--- src/hw/rtl/drag_fall_euler_step_unit_macros.svh ---
// Assertion macros for the drag fall Euler step unit.
// Included by the top level; it relies on clk_i and rst_ni being in scope.
`ifndef DRAG_FALL_EULER_STEP_UNIT_MACROS_SVH
`define DRAG_FALL_EULER_STEP_UNIT_MACROS_SVH

// The consequent must hold in the same cycle as the antecedent.
`define DFE_ASSERT_SAME(lbl, pre, post, msg) \
  lbl: assert property (@(posedge clk_i) disable iff (!rst_ni) (pre) |-> (post)) \
    else $error(msg);

// The consequent must hold in the cycle after the antecedent.
`define DFE_ASSERT_NEXT(lbl, pre, post, msg) \
  lbl: assert property (@(posedge clk_i) disable iff (!rst_ni) (pre) |=> (post)) \
    else $error(msg);

`endif

--- src/hw/rtl/dfe_pkg.sv ---
// Shared types, register indexes and helpers of the drag fall Euler step unit.
// No dependencies; imported by every module of the block.
`timescale 1ns / 1ps

package dfe_pkg;

  // Configuration register indexes.
  localparam logic [2:0] REG_MASS      = 3'd0;
  localparam logic [2:0] REG_GRAVITY   = 3'd1;
  localparam logic [2:0] REG_DRAG_COEF = 3'd2;
  localparam logic [2:0] REG_TIME_STEP = 3'd3;
  localparam logic [2:0] REG_WIND_X    = 3'd4;
  localparam logic [2:0] REG_WIND_Y    = 3'd5;
  localparam logic [2:0] REG_WIND_Z    = 3'd6;

  // Request codes.
  localparam logic [1:0] REQ_LOAD      = 2'd0;
  localparam logic [1:0] REQ_STEP      = 2'd1;
  localparam logic [1:0] REQ_STEP_WIND = 2'd2;

  // Operation of the shared iterative unit.
  typedef enum logic {
    OP_SQRT,
    OP_DIV
  } iter_op_e;

  // Launch request towards the iterative unit.
  typedef struct packed {
    logic        start;
    iter_op_e    op;
    logic [63:0] x;
    logic [30:0] m;
  } iter_req_t;

  // Magnitude of a signed 32 bit value; the most negative value maps to 2^31.
  function automatic logic [31:0] mag32(input logic signed [31:0] v);
    logic [31:0] r;
    r = v[31] ? (32'd0 - v) : v;
    return r;
  endfunction

endpackage

--- src/hw/rtl/dfe_mul.sv ---
// Shared 32 x 32 unsigned multiplier with a registered product.
// Depends on dfe_pkg for nothing but the house import.
`timescale 1ns / 1ps

module dfe_mul (
  input  logic        clk_i,
  input  logic [31:0] a_i,
  input  logic [31:0] b_i,
  output logic [63:0] prod_o
);
  import dfe_pkg::*;

  logic [63:0] prod_q;
  logic [63:0] prod_d;

  // One product per cycle, ready in the following cycle.
  assign prod_d = a_i * b_i;

  always_ff @(posedge clk_i) begin
    prod_q <= prod_d;
  end

  assign prod_o = prod_q;

endmodule

--- config.mk ---
export PLATFORM = sky130hd
export DESIGN_NAME = dfe_mul
export DESIGN_NICKNAME = d
export VERILOG_FILES = /design/src/hw/rtl/drag_fall_euler_step_unit_macros.svh /design/src/hw/rtl/dfe_pkg.sv /design/src/hw/rtl/dfe_mul.sv
export SDC_FILE = /design/constraint.sdc
export NUM_CORES = 2
export LEC_CHECK = 0
export BUFFER_PORTS_ARGS = -buffer_cell sky130_fd_sc_hd__buf_2
export CAP_MARGIN = 5
export CORE_ASPECT_RATIO = 1.75
export CORE_MARGIN = 2
export CORE_UTILIZATION = 55
export CTS_CLUSTER_DIAMETER = 100
export CTS_CLUSTER_SIZE = 25
export DETAILED_ROUTE_END_ITERATION = 10
export PLACE_DENSITY = 0.72
export SLEW_MARGIN = 20
export SYNTH_ARGS = -nofsm -noshare
export SYNTH_HDL_FRONTEND = slang
export SYNTH_SLANG_ARGS = --single-unit
--- constraint.sdc ---
create_clock -name clk_i -period 7 [get_ports clk_i]
set_clock_uncertainty 0.2 [all_clocks]
set_input_delay 0.35 -clock clk_i [delete_from_list [all_inputs] [get_ports clk_i]]
set_output_delay 0.35 -clock clk_i [all_outputs]
set_load 0.02 [all_outputs]
==> flow_metrics.env <==
export IMPL_fin_ws_ns=-0.138
export IMPL_drt_wl_total_um=111000
export IMPL_largest_reg_flops=64
export IMPL_crit_path_max_fanout=7
export IMPL_post_synth_inst_count=3758
export IMPL_core_area_mm2=0.0622
export IMPL_cts_made_buffers=9
export IMPL_hp_start="a_i[0]"
export IMPL_grt_first_pass_wirelength_um=167000
export IMPL_io_buffers=128
export IMPL_synthesis_yosys_warnings=0
export IMPL_drc_errors=0
export IMPL_number_of_library_cell_types_mapped_by_synthesis=56
export IMPL_clkSinkCount=64
export IMPL_area_delta_synth_final_pct=18.7
export IMPL_num_rows=121
export IMPL_routabilityCongestion=1.01
export IMPL_place_ws_ns=-0.932
export IMPL_min_period_over_period_pct=102
export IMPL_fmax_mhz=140
export IMPL_io_pins=129
export IMPL_layout_nets=5358
export IMPL_die_height_um=336
export IMPL_finalWorstPathRequiredPeriod_ns=7.14
export IMPL_failing_checks="setup timing"
export IMPL_maxCapViolations=0
export IMPL_relSlewSlack_pct=37.7
export IMPL_slew_violations=0
export IMPL_timing_critical_path_to_type="flip-flop"
export IMPL_drive_above_1_share_pct=20.1
export IMPL_clockBufferDepth=2
export IMPL_tightestPinTransition_ns=0.931
export IMPL_outcome="finished with violations"
export IMPL_first_pass_iters=8
export IMPL_synth_cell_area_mm2=0.0346
export IMPL_worst_endpoint_required_ns=7.08
export IMPL_async_reset_ff_share_pct=0
export IMPL_clkTransAtPathRegs_ns=0.07
export IMPL_die_x_um=194
export IMPL_via_count=27700
export IMPL_synth_edff_count=0
export IMPL_hpwlAfterDp_um=93100
export IMPL_final_setup_viol_count=9
export IMPL_path_class="input port to flip-flop"
export IMPL_final_hold_violating_endpoints=0
export IMPL_pin_count_of_the_biggest_net_entering_global_routing=26
export IMPL_clock_tree_root_cell="sky130_fd_sc_hd__clkbuf_16"
export IMPL_globalRoute_totalOverflow=0
export IMPL_vias_in_the_first_global_route=30800
export IMPL_worstHoldPathType="input port to flip-flop"
export IMPL_postSynthNetCount=4982
export IMPL_initial_cell_density_of_the_core_pct=55.7
export IMPL_startpoint="b_i[17]"
export IMPL_finalHoldWorstSlack_ns=0.512
export IMPL_postSynthRegisterBits=64
export IMPL_tritoncts="yes"
export IMPL_drt_iter0_drc=1582
export IMPL_vias_per_cell=5.59
export IMPL_start_kind="input port"
export IMPL_detail_route_antenna_nets=0
export IMPL_cts_htree_levels=3
export IMPL_die_area_mm2=0.0651
export IMPL_globalRouteTotalUtil_pct=34.5
export IMPL_synthFlopType="sky130_fd_sc_hd__dfxtp_1"
export IMPL_grt_antenna_before_repair=6
export IMPL_worstPathArrival_ns=7.22
export IMPL_routed_wire_length_per_instance_um=22.4
export IMPL_hold_path_depth=4
export IMPL_grt_setup_unrepaired="yes"
export IMPL_avg_synthesized_cell_area_um2=9.21
export IMPL_synth_seq_area_share_pct=3.70
cells in the mapped netlist, types with 3 or more instances:
cell type | n | area, um^2
sky130_fd_sc_hd__or4_1 | 3 | 22.5
sky130_fd_sc_hd__a311oi_1 | 3 | 26.3
sky130_fd_sc_hd__a21boi_0 | 3 | 22.5
sky130_fd_sc_hd__xor2_1 | 26 | 228
sky130_fd_sc_hd__o21a_1 | 8 | 60.1
sky130_fd_sc_hd__a221o_1 | 4 | 40.0
sky130_fd_sc_hd__and4_1 | 4 | 35.0
sky130_fd_sc_hd__a211oi_1 | 4 | 30.0
sky130_fd_sc_hd__a31oi_1 | 11 | 68.8
sky130_fd_sc_hd__inv_1 | 863 | 3240
sky130_fd_sc_hd__nor3_1 | 5 | 25.0
sky130_fd_sc_hd__buf_2 | 9 | 45.0
sky130_fd_sc_hd__or2_2 | 3 | 18.8
sky130_fd_sc_hd__ha_1 | 263 | 3290
sky130_fd_sc_hd__nand2_1 | 478 | 1790
sky130_fd_sc_hd__o211ai_1 | 3 | 22.5
sky130_fd_sc_hd__clkbuf_1 | 215 | 807
sky130_fd_sc_hd__fa_1 | 896 | 17900
sky130_fd_sc_hd__o221ai_1 | 3 | 26.3
sky130_fd_sc_hd__nor2_1 | 21 | 78.8
sky130_fd_sc_hd__and2_1 | 603 | 3770
sky130_fd_sc_hd__dfxtp_1 | 64 | 1280
sky130_fd_sc_hd__or3_1 | 5 | 31.3
sky130_fd_sc_hd__xnor2_1 | 33 | 289
sky130_fd_sc_hd__a21o_1 | 37 | 278
sky130_fd_sc_hd__o21bai_1 | 10 | 75.1
sky130_fd_sc_hd__nand3_1 | 12 | 60.1
sky130_fd_sc_hd__and3_1 | 14 | 87.6
sky130_fd_sc_hd__a21oi_1 | 68 | 340
sky130_fd_sc_hd__nand4_1 | 24 | 150
sky130_fd_sc_hd__o21ai_0 | 28 | 140
critical path, cell delays in order:
cell and delay, ns:
sky130_fd_sc_hd__buf_8 0.12, sky130_fd_sc_hd__and2_4 0.16, sky130_fd_sc_hd__fa_1 0.55, sky130_fd_sc_hd__inv_2 0.05, sky130_fd_sc_hd__fa_1 0.55, sky130_fd_sc_hd__inv_2 0.05, sky130_fd_sc_hd__fa_1 0.51, sky130_fd_sc_hd__inv_1 0.05
sky130_fd_sc_hd__fa_1 0.49, sky130_fd_sc_hd__inv_2 0.05, sky130_fd_sc_hd__fa_2 0.62, sky130_fd_sc_hd__fa_1 0.43, sky130_fd_sc_hd__fa_2 0.60, sky130_fd_sc_hd__fa_1 0.47, sky130_fd_sc_hd__ha_4 0.32, sky130_fd_sc_hd__nand4_1 0.14
sky130_fd_sc_hd__or4_4 0.56, sky130_fd_sc_hd__or3_4 0.37, sky130_fd_sc_hd__a31oi_4 0.23, sky130_fd_sc_hd__a31o_4 0.23, sky130_fd_sc_hd__a211oi_4 0.07, sky130_fd_sc_hd__buf_4 0.14, sky130_fd_sc_hd__xnor2_1 0.12
placed cells by master, fill, tap and decap left out, drive strengths merged, types with 8 or more instances in the layout:
cell,n
fa,896
a31oi,12
clkbuf,17
xor2,26
dfxtp,64
o21a,8
a21oi,70
xnor2,33
and2,603
nor2,21
ha,263
nand2,478
inv,864
nand3,12
a21o,37
o21ai,30
o21bai,10
and3,14
buf,585
nand4,24
worst paths after layout:
check	end	slack, ns
worst max-delay path	prod_o[58]	-0.14
worst min-delay path	prod_o[0]	0.51
timing repair:
item / 4_1_cts / 5_1_grt
pin swaps: 82 / 172
setup endpoints to repair: 21 / 23
hold buffers: 0 / 0
gates cloned: 1 / 6
resized for setup: 206 / 219
buffers inserted: 19 / 28
endpoints found under the hold margin: 0 / 0
stage by stage:
stage,instances,area (um^2),TNS [ns],util (%)
final,4945,41100,-0.568,66.1
after global routing,4941,41100,-2.26,66.0
after CTS,4904,39900,-0.454,64.1
after detailed placement,4870,38700,-17.58,62.2
after global placement,4870,38700,-14.82,62.2
after floorplan,3758,34700,-0.0757,-
layer usage:
layer / vias to the layer above / share of wire [%] / track usage, % / routed length (um)
met5: - / 0.011 / 0 / 12
met4: 2 / 14 / 39.2 / 15800
met3: 665 / 4.6 / 5.34 / 5120
met2: 1229 / 53 / 63.0 / 58900
met1: 14100 / 28 / 30.0 / 30800
li1: 11600 / - / - / -
cells by family (layout without fill, tap and decap cells):
group	after synthesis	in the layout	synth area share (%)
compound gates	205	205	3.92
xor+xnor	59	59	1.49
fa+ha+maj	1159	1159	61.3
buf+inv	1090	1471	11.9
flops	64	64	3.70
mux	1	1	0.0289
other cells	0	7	0
simple gates	1180	1180	17.7
final cells by class:
cell class,count,area [um^2]
fill,4882,21100
antenna,7,17.5
clock inverter,6,92.6
multi-input combinational,2604,30200
sequential,64,1280
timing repair buffer,592,5040
tap,799,1000
clock buffer,10,229
inverter,863,3240
Power is left out: the tool's default activity adds up to more than one toggle a clock period on the data nets, which glitch-free logic cannot reach.
