`src/hw/rtl/drag_fall_euler_step_unit_macros.svh`:
```
// Assertion macros for the drag fall Euler step unit.
// Included by the top level; it relies on clk_i and rst_ni being in scope.
`ifndef DRAG_FALL_EULER_STEP_UNIT_MACROS_SVH
`define DRAG_FALL_EULER_STEP_UNIT_MACROS_SVH

// The consequent must hold in the same cycle as the antecedent.
`define DFE_ASSERT_SAME(lbl, pre, post, msg) \
  lbl: assert property (@(posedge clk_i) disable iff (!rst_ni) (pre) |-> (post)) \
    else $error(msg);

// The consequent must hold in the cycle after the antecedent.
`define DFE_ASSERT_NEXT(lbl, pre, post, msg) \
  lbl: assert property (@(posedge clk_i) disable iff (!rst_ni) (pre) |=> (post)) \
    else $error(msg);

`endif

```
`src/hw/rtl/dfe_pkg.sv`:
```
// Shared types, register indexes and helpers of the drag fall Euler step unit.
// No dependencies; imported by every module of the block.
`timescale 1ns / 1ps

package dfe_pkg;

  // Configuration register indexes.
  localparam logic [2:0] REG_MASS      = 3'd0;
  localparam logic [2:0] REG_GRAVITY   = 3'd1;
  localparam logic [2:0] REG_DRAG_COEF = 3'd2;
  localparam logic [2:0] REG_TIME_STEP = 3'd3;
  localparam logic [2:0] REG_WIND_X    = 3'd4;
  localparam logic [2:0] REG_WIND_Y    = 3'd5;
  localparam logic [2:0] REG_WIND_Z    = 3'd6;

  // Request codes.
  localparam logic [1:0] REQ_LOAD      = 2'd0;
  localparam logic [1:0] REQ_STEP      = 2'd1;
  localparam logic [1:0] REQ_STEP_WIND = 2'd2;

  // Operation of the shared iterative unit.
  typedef enum logic {
    OP_SQRT,
    OP_DIV
  } iter_op_e;

  // Launch request towards the iterative unit.
  typedef struct packed {
    logic        start;
    iter_op_e    op;
    logic [63:0] x;
    logic [30:0] m;
  } iter_req_t;

  // Magnitude of a signed 32 bit value; the most negative value maps to 2^31.
  function automatic logic [31:0] mag32(input logic signed [31:0] v);
    logic [31:0] r;
    r = v[31] ? (32'd0 - v) : v;
    return r;
  endfunction

endpackage

```
`src/hw/rtl/dfe_iter.sv`:
```
// Iterative square root and divider sharing one 64 bit subtract and compare.
// Depends on dfe_pkg for the operation code and the request struct.
`timescale 1ns / 1ps

module dfe_iter (
  input  logic               clk_i,
  input  logic               rst_ni,
  input  dfe_pkg::iter_req_t req_i,
  output logic               done_o,
  output logic [31:0]        res_o
);
  import dfe_pkg::*;

  logic        busy_q, busy_d;
  logic        done_q, done_d;
  iter_op_e    op_q, op_d;
  logic [4:0]  cnt_q, cnt_d;
  logic [63:0] rem_q, rem_d;
  logic [63:0] root_q, root_d;
  logic [63:0] bit_q, bit_d;
  logic [30:0] m_q, m_d;

  logic [63:0] opa, opb;
  logic [64:0] diff;
  logic        ge;
  logic [32:0] div_hi;

  // Shared compare and subtract.
  always_comb begin
    if (op_q == OP_SQRT) begin
      opa = rem_q;
      opb = root_q + bit_q;
    end else begin
      opa = {rem_q[62:0], bit_q[63]};
      opb = {33'd0, m_q};
    end
    diff = {1'b0, opa} - {1'b0, opb};
    ge   = !diff[64];
  end

  assign div_hi = req_i.x[63:31];

  // Start, one step per cycle, and finish.
  always_comb begin
    busy_d = busy_q;
    done_d = 1'b0;
    op_d   = op_q;
    cnt_d  = cnt_q;
    rem_d  = rem_q;
    root_d = root_q;
    bit_d  = bit_q;
    m_d    = m_q;
    if (req_i.start) begin
      op_d = req_i.op;
      m_d  = req_i.m;
      root_d = 64'd0;
      if (req_i.op == OP_SQRT) begin
        rem_d  = req_i.x;
        bit_d  = 64'd1 << 62;
        cnt_d  = 5'd31;
        busy_d = 1'b1;
      end else if (div_hi >= {2'b0, req_i.m}) begin
        // Quotient of 2^31 or more: clamp to 2^31 at once.
        root_d = 64'd1 << 31;
        done_d = 1'b1;
      end else begin
        rem_d  = {31'd0, div_hi};
        bit_d  = {req_i.x[30:0], 33'd0};
        cnt_d  = 5'd30;
        busy_d = 1'b1;
      end
    end else if (busy_q) begin
      if (op_q == OP_SQRT) begin
        if (ge) begin
          rem_d  = diff[63:0];
          root_d = (root_q >> 1) + bit_q;
        end else begin
          root_d = root_q >> 1;
        end
        bit_d = bit_q >> 2;
      end else begin
        rem_d  = ge ? diff[63:0] : opa;
        root_d = {root_q[62:0], ge};
        bit_d  = bit_q << 1;
      end
      cnt_d = cnt_q - 5'd1;
      if (cnt_q == 5'd0) begin
        busy_d = 1'b0;
        done_d = 1'b1;
      end
    end
  end

  always_ff @(posedge clk_i or negedge rst_ni) begin
    if (!rst_ni) begin
      busy_q <= 1'b0;
      done_q <= 1'b0;
      op_q   <= OP_SQRT;
      cnt_q  <= 5'd0;
    end else begin
      busy_q <= busy_d;
      done_q <= done_d;
      op_q   <= op_d;
      cnt_q  <= cnt_d;
    end
  end

  always_ff @(posedge clk_i) begin
    rem_q  <= rem_d;
    root_q <= root_d;
    bit_q  <= bit_d;
    m_q    <= m_d;
  end

  assign done_o = done_q;
  assign res_o  = root_q[31:0];

endmodule

```
`config.mk`:
```
export PLATFORM = sky130hd
export DESIGN_NAME = dfe_iter
export DESIGN_NICKNAME = d
export VERILOG_FILES = /design/src/hw/rtl/drag_fall_euler_step_unit_macros.svh /design/src/hw/rtl/dfe_pkg.sv /design/src/hw/rtl/dfe_iter.sv
export SDC_FILE = /design/constraint.sdc
export NUM_CORES = 1
export LEC_CHECK = 0
export BUFFER_PORTS_ARGS = -buffer_cell sky130_fd_sc_hd__buf_2
export CORE_ASPECT_RATIO = 1.4
export CORE_MARGIN = 1.5
export CORE_UTILIZATION = 45
export DETAILED_ROUTE_END_ITERATION = 8
export PLACE_DENSITY_LB_ADDON = 0.15
export SETUP_SLACK_MARGIN = 0.15
export SLEW_MARGIN = 20
export SYNTH_ARGS = -nofsm -noshare
export SYNTH_HDL_FRONTEND = slang
export SYNTH_SLANG_ARGS = --single-unit
```
`constraint.sdc`:
```
create_clock -name clk_i -period 16.05 [get_ports clk_i]
set_input_delay 3.21 -clock clk_i [delete_from_list [all_inputs] [get_ports clk_i]]
set_output_delay 3.21 -clock clk_i [all_outputs]
set_load 0.05 [all_outputs]
```
==> results.toml <==
[global_route]
grt.overflow.total = 0
antenna_found_initial = 2
gr-usage-met2_pct = 53.0
grtUsageMet3_pct = 3.50
grt_max_degree = 71
grt_pass1_wl_um = 132000
met1_usage_pct = 39.0
busiest_layer = "met2"
grt_pass1_vias = 22000
track_usage_pct = 31.2

[logic_synthesis]
ys_seq_elements = 231
synth_nets = 3177
synth_ff_type = "edfxtp_1"
syn_area_um2 = 24000
synth_area_per_cell_um2 = 8.44
ys_seq_area_share_pct = 28.7
syn_inst = 2845
synthArstFlopShare_pct = 3.46
yosysWarnings = 0
yosysUniqueCellTypes = 84
synth_edf_count = 223

[hold_path]
hold_class = "flip-flop to flip-flop"

[clock_tree]
cts_hold_buf = 0
h-tree-depth = 1
cts_tree = "yes"
cts.sinks = 231
numCtsBuffers = 28
cts_max_path_buffers = 3
cts_resized = 0
root_buffer = "clkbuf_16"
post-cts-setup-buffers = 0
clk_latency_ps = 590
path_clk_slew_ps = 60

[cells_and_area]
nNetsFinal = 3169
fillerInstances = 5215
syn_to_final_growth_pct = 7.68
drive_gt1_share_pct = 10.6
final_util_pct = 48.8

[timing]
finalSetupViolCount = 0
tns_ps = 0
max-slew-margin-rel_pct = 32.4
hold_viol = 0
clock.fmax_mhz = 123
fin_skew_ps = 15.6
slew_violations = 0
period_minus_slack_ps = 8130
rsz0062_at_grt = "no"
worst_pin_slew_ps = 1010
post-route-period-util_pct = 50.7

[placed_design]
gp_congestion = 1.01
dpl.hpwl_um = 66600
io_buffer_count = 131

[drt]
drt-initial-drc-count = 2146
avgViaCountPerCell = 6.31
via_count = 22600
wl_per_cell_um = 24.2
first_pass_iters = 6
drtAntennaViolNets = 0
wirelength_um = 86600
drc_errors = 0

[critical_path]
crit_fanout = 35
endpoint_kind = "flip-flop"
crit_required_ps = 16470
worstSetupStartpointType = "flip-flop"
critPathKind = "flip-flop to flip-flop"
crit_path_top_delay_cell = "nor2_1"
arrival_ps = 8550
slowest_delay_ps = 820

[die]
ios = 132
start_util_pct = 45.3
die-area_um2 = 54700
die_h_um = 276
dieWidth_um = 198
coreArea_um2 = 52900
rows = 100

[pwr]
powerDensity_nw_per_um2 = 228
leakage_nw = 11.1
peakVddDrop_mv = 0.118

[outcome]
status = "finished clean"

[flow_run]
cap_violations = 0
layer usage:
layer | vias to the layer above | wire length, um
met5 | - | 0
met4 | 0 | 4720
met3 | 212 | 5610
met2 | 913 | 41500
met1 | 10900 | 34800
li1 | 10600 | -
through the flow:
step	hold WS, ps	total power [W]	instances	worst slack, ps	cell area [um2]
after global routing	540	0.00632	3571	7400	25800
after detailed placement	497	0.00513	3521	7970	24900
after global placement	499	0.00513	3521	8030	24900
after CTS	512	0.00584	3571	7920	25800
after floorplan	464	0.00413	2845	7320	24000
final	513	0.00590	3572	7920	25800
Yosys cell counts, types with 18 or more instances:
library cell	number	area share, %
a21oi_1	280	5.8
nand2_1	279	4.4
o21ai_0	252	5.3
nor2_1	244	3.8
ha_1	230	12
edfxtp_1	223	28
clkbuf_1	123	1.9
a21o_1	116	3.6
mux2i_1	101	4.2
xnor2_1	97	3.5
inv_1	88	1.4
xor2_1	71	2.6
mux2_2	66	3.1
nand4_1	60	1.6
a211oi_1	55	1.7
o211ai_1	42	1.3
nand3_1	39	0.81
nor3_1	34	0.71
nand2b_1	33	0.86
buf_4	32	1.0
o21bai_1	30	0.94
nor2b_1	22	0.57
a31oi_1	21	0.55
and3_1	20	0.52
buf_1	19	0.30
o21a_1	19	0.59
a22oi_1	18	0.56
buf_2	18	0.38
sequential cells by signal, summed over array words and instances, names as in the netlist:
signal,cells
m_q,31
cnt_q,5
busy_q,1
bit_q,64
rem_q,64
root_q,64
op_q,1
done_o,1
layout make-up:
class	instances	area (um2)	share of cell area [%]
antenna	1	2.50	0.00968
clock buffer	31	733	2.84
clock inverter	19	203	0.784
inverter	89	337	1.30
multi-input combinational	2332	15900	61.6
sequential	231	6900	26.7
tap	714	893	3.46
timing repair buffer	155	842	3.26
final timing paths:
| kind | start | endpoint | slack, ps | cells past startpoint |
|---|---|---|---|---|
| worst max-delay path | root_q[8]$_SDFFCE_PP0P_ | rem_q[53]$_DFFE_PP_ | 7920 | 25 |
| worst min-delay path | cnt_q[2]$_DFFE_PN0P_ | cnt_q[2]$_DFFE_PN0P_ | 510 | 1 |
| worst max register to register | root_q[8]$_SDFFCE_PP0P_ | rem_q[53]$_DFFE_PP_ | 7920 | 25 |
| worst min register to register | cnt_q[2]$_DFFE_PN0P_ | cnt_q[2]$_DFFE_PN0P_ | 510 | 1 |
| max in group asynchronous | rst_ni | op_q$_DFFE_PN0P_ | 13250 | 1 |
| min in group asynchronous | rst_ni | done_o$_DFF_PN0_ | 2520 | 1 |
critical path: cells and delay by family (launching register included):
family,cells,cell delay (ps)
AOI/OAI and AO/OA,19,4840
and+or+nand+nor,3,1560
adders and majority gates,2,870
DFF,1,470
xor gates and xnor gates,1,180
cell usage in the layout, fill, tap and decap left out, drive strengths merged, types with 7 or more instances in the layout:
cell type,count
a21oi,280
nand2,280
o21ai,256
nor2,244
ha,230
edfxtp,223
buf,155
a21o,116
mux2i,101
xnor2,97
inv,88
xor2,71
mux2,66
nand4,61
a211oi,55
o211ai,42
nand3,39
nor3,34
nand2b,33
clkbuf,31
o21bai,30
nor2b,22
a31oi,22
and3,20
o21a,19
a22oi,18
and2,18
clkinv,14
a311oi,12
a22o,10
a221oi,10
o31ai,10
or2,9
a21boi,9
a221o,8
dfrtp,8
nand3b,7
a41oi,7
or3,7
report_power, final:
group | switching, W | leakage [nW] | internal (W)
Combinational | 0.00253 | 8.16 | 0.00152
Clock | 0.000286 | 0.458 | 0.000391
Sequential | 0.000228 | 2.50 | 0.000941
kinds of logic (layout without fill, tap and decap cells):
family	count (synthesis)	count (layout)	synth area share, %
flops	231	231	28.7
other cells	0	1	0
mux	167	167	7.31
fa+ha+maj	233	233	12.2
compound gates	966	966	25.3
simple gates	798	798	15.2
xor+xnor	168	168	6.13
buf+inv	282	294	5.01
Note: power is estimated with default switching activity, not from simulation.
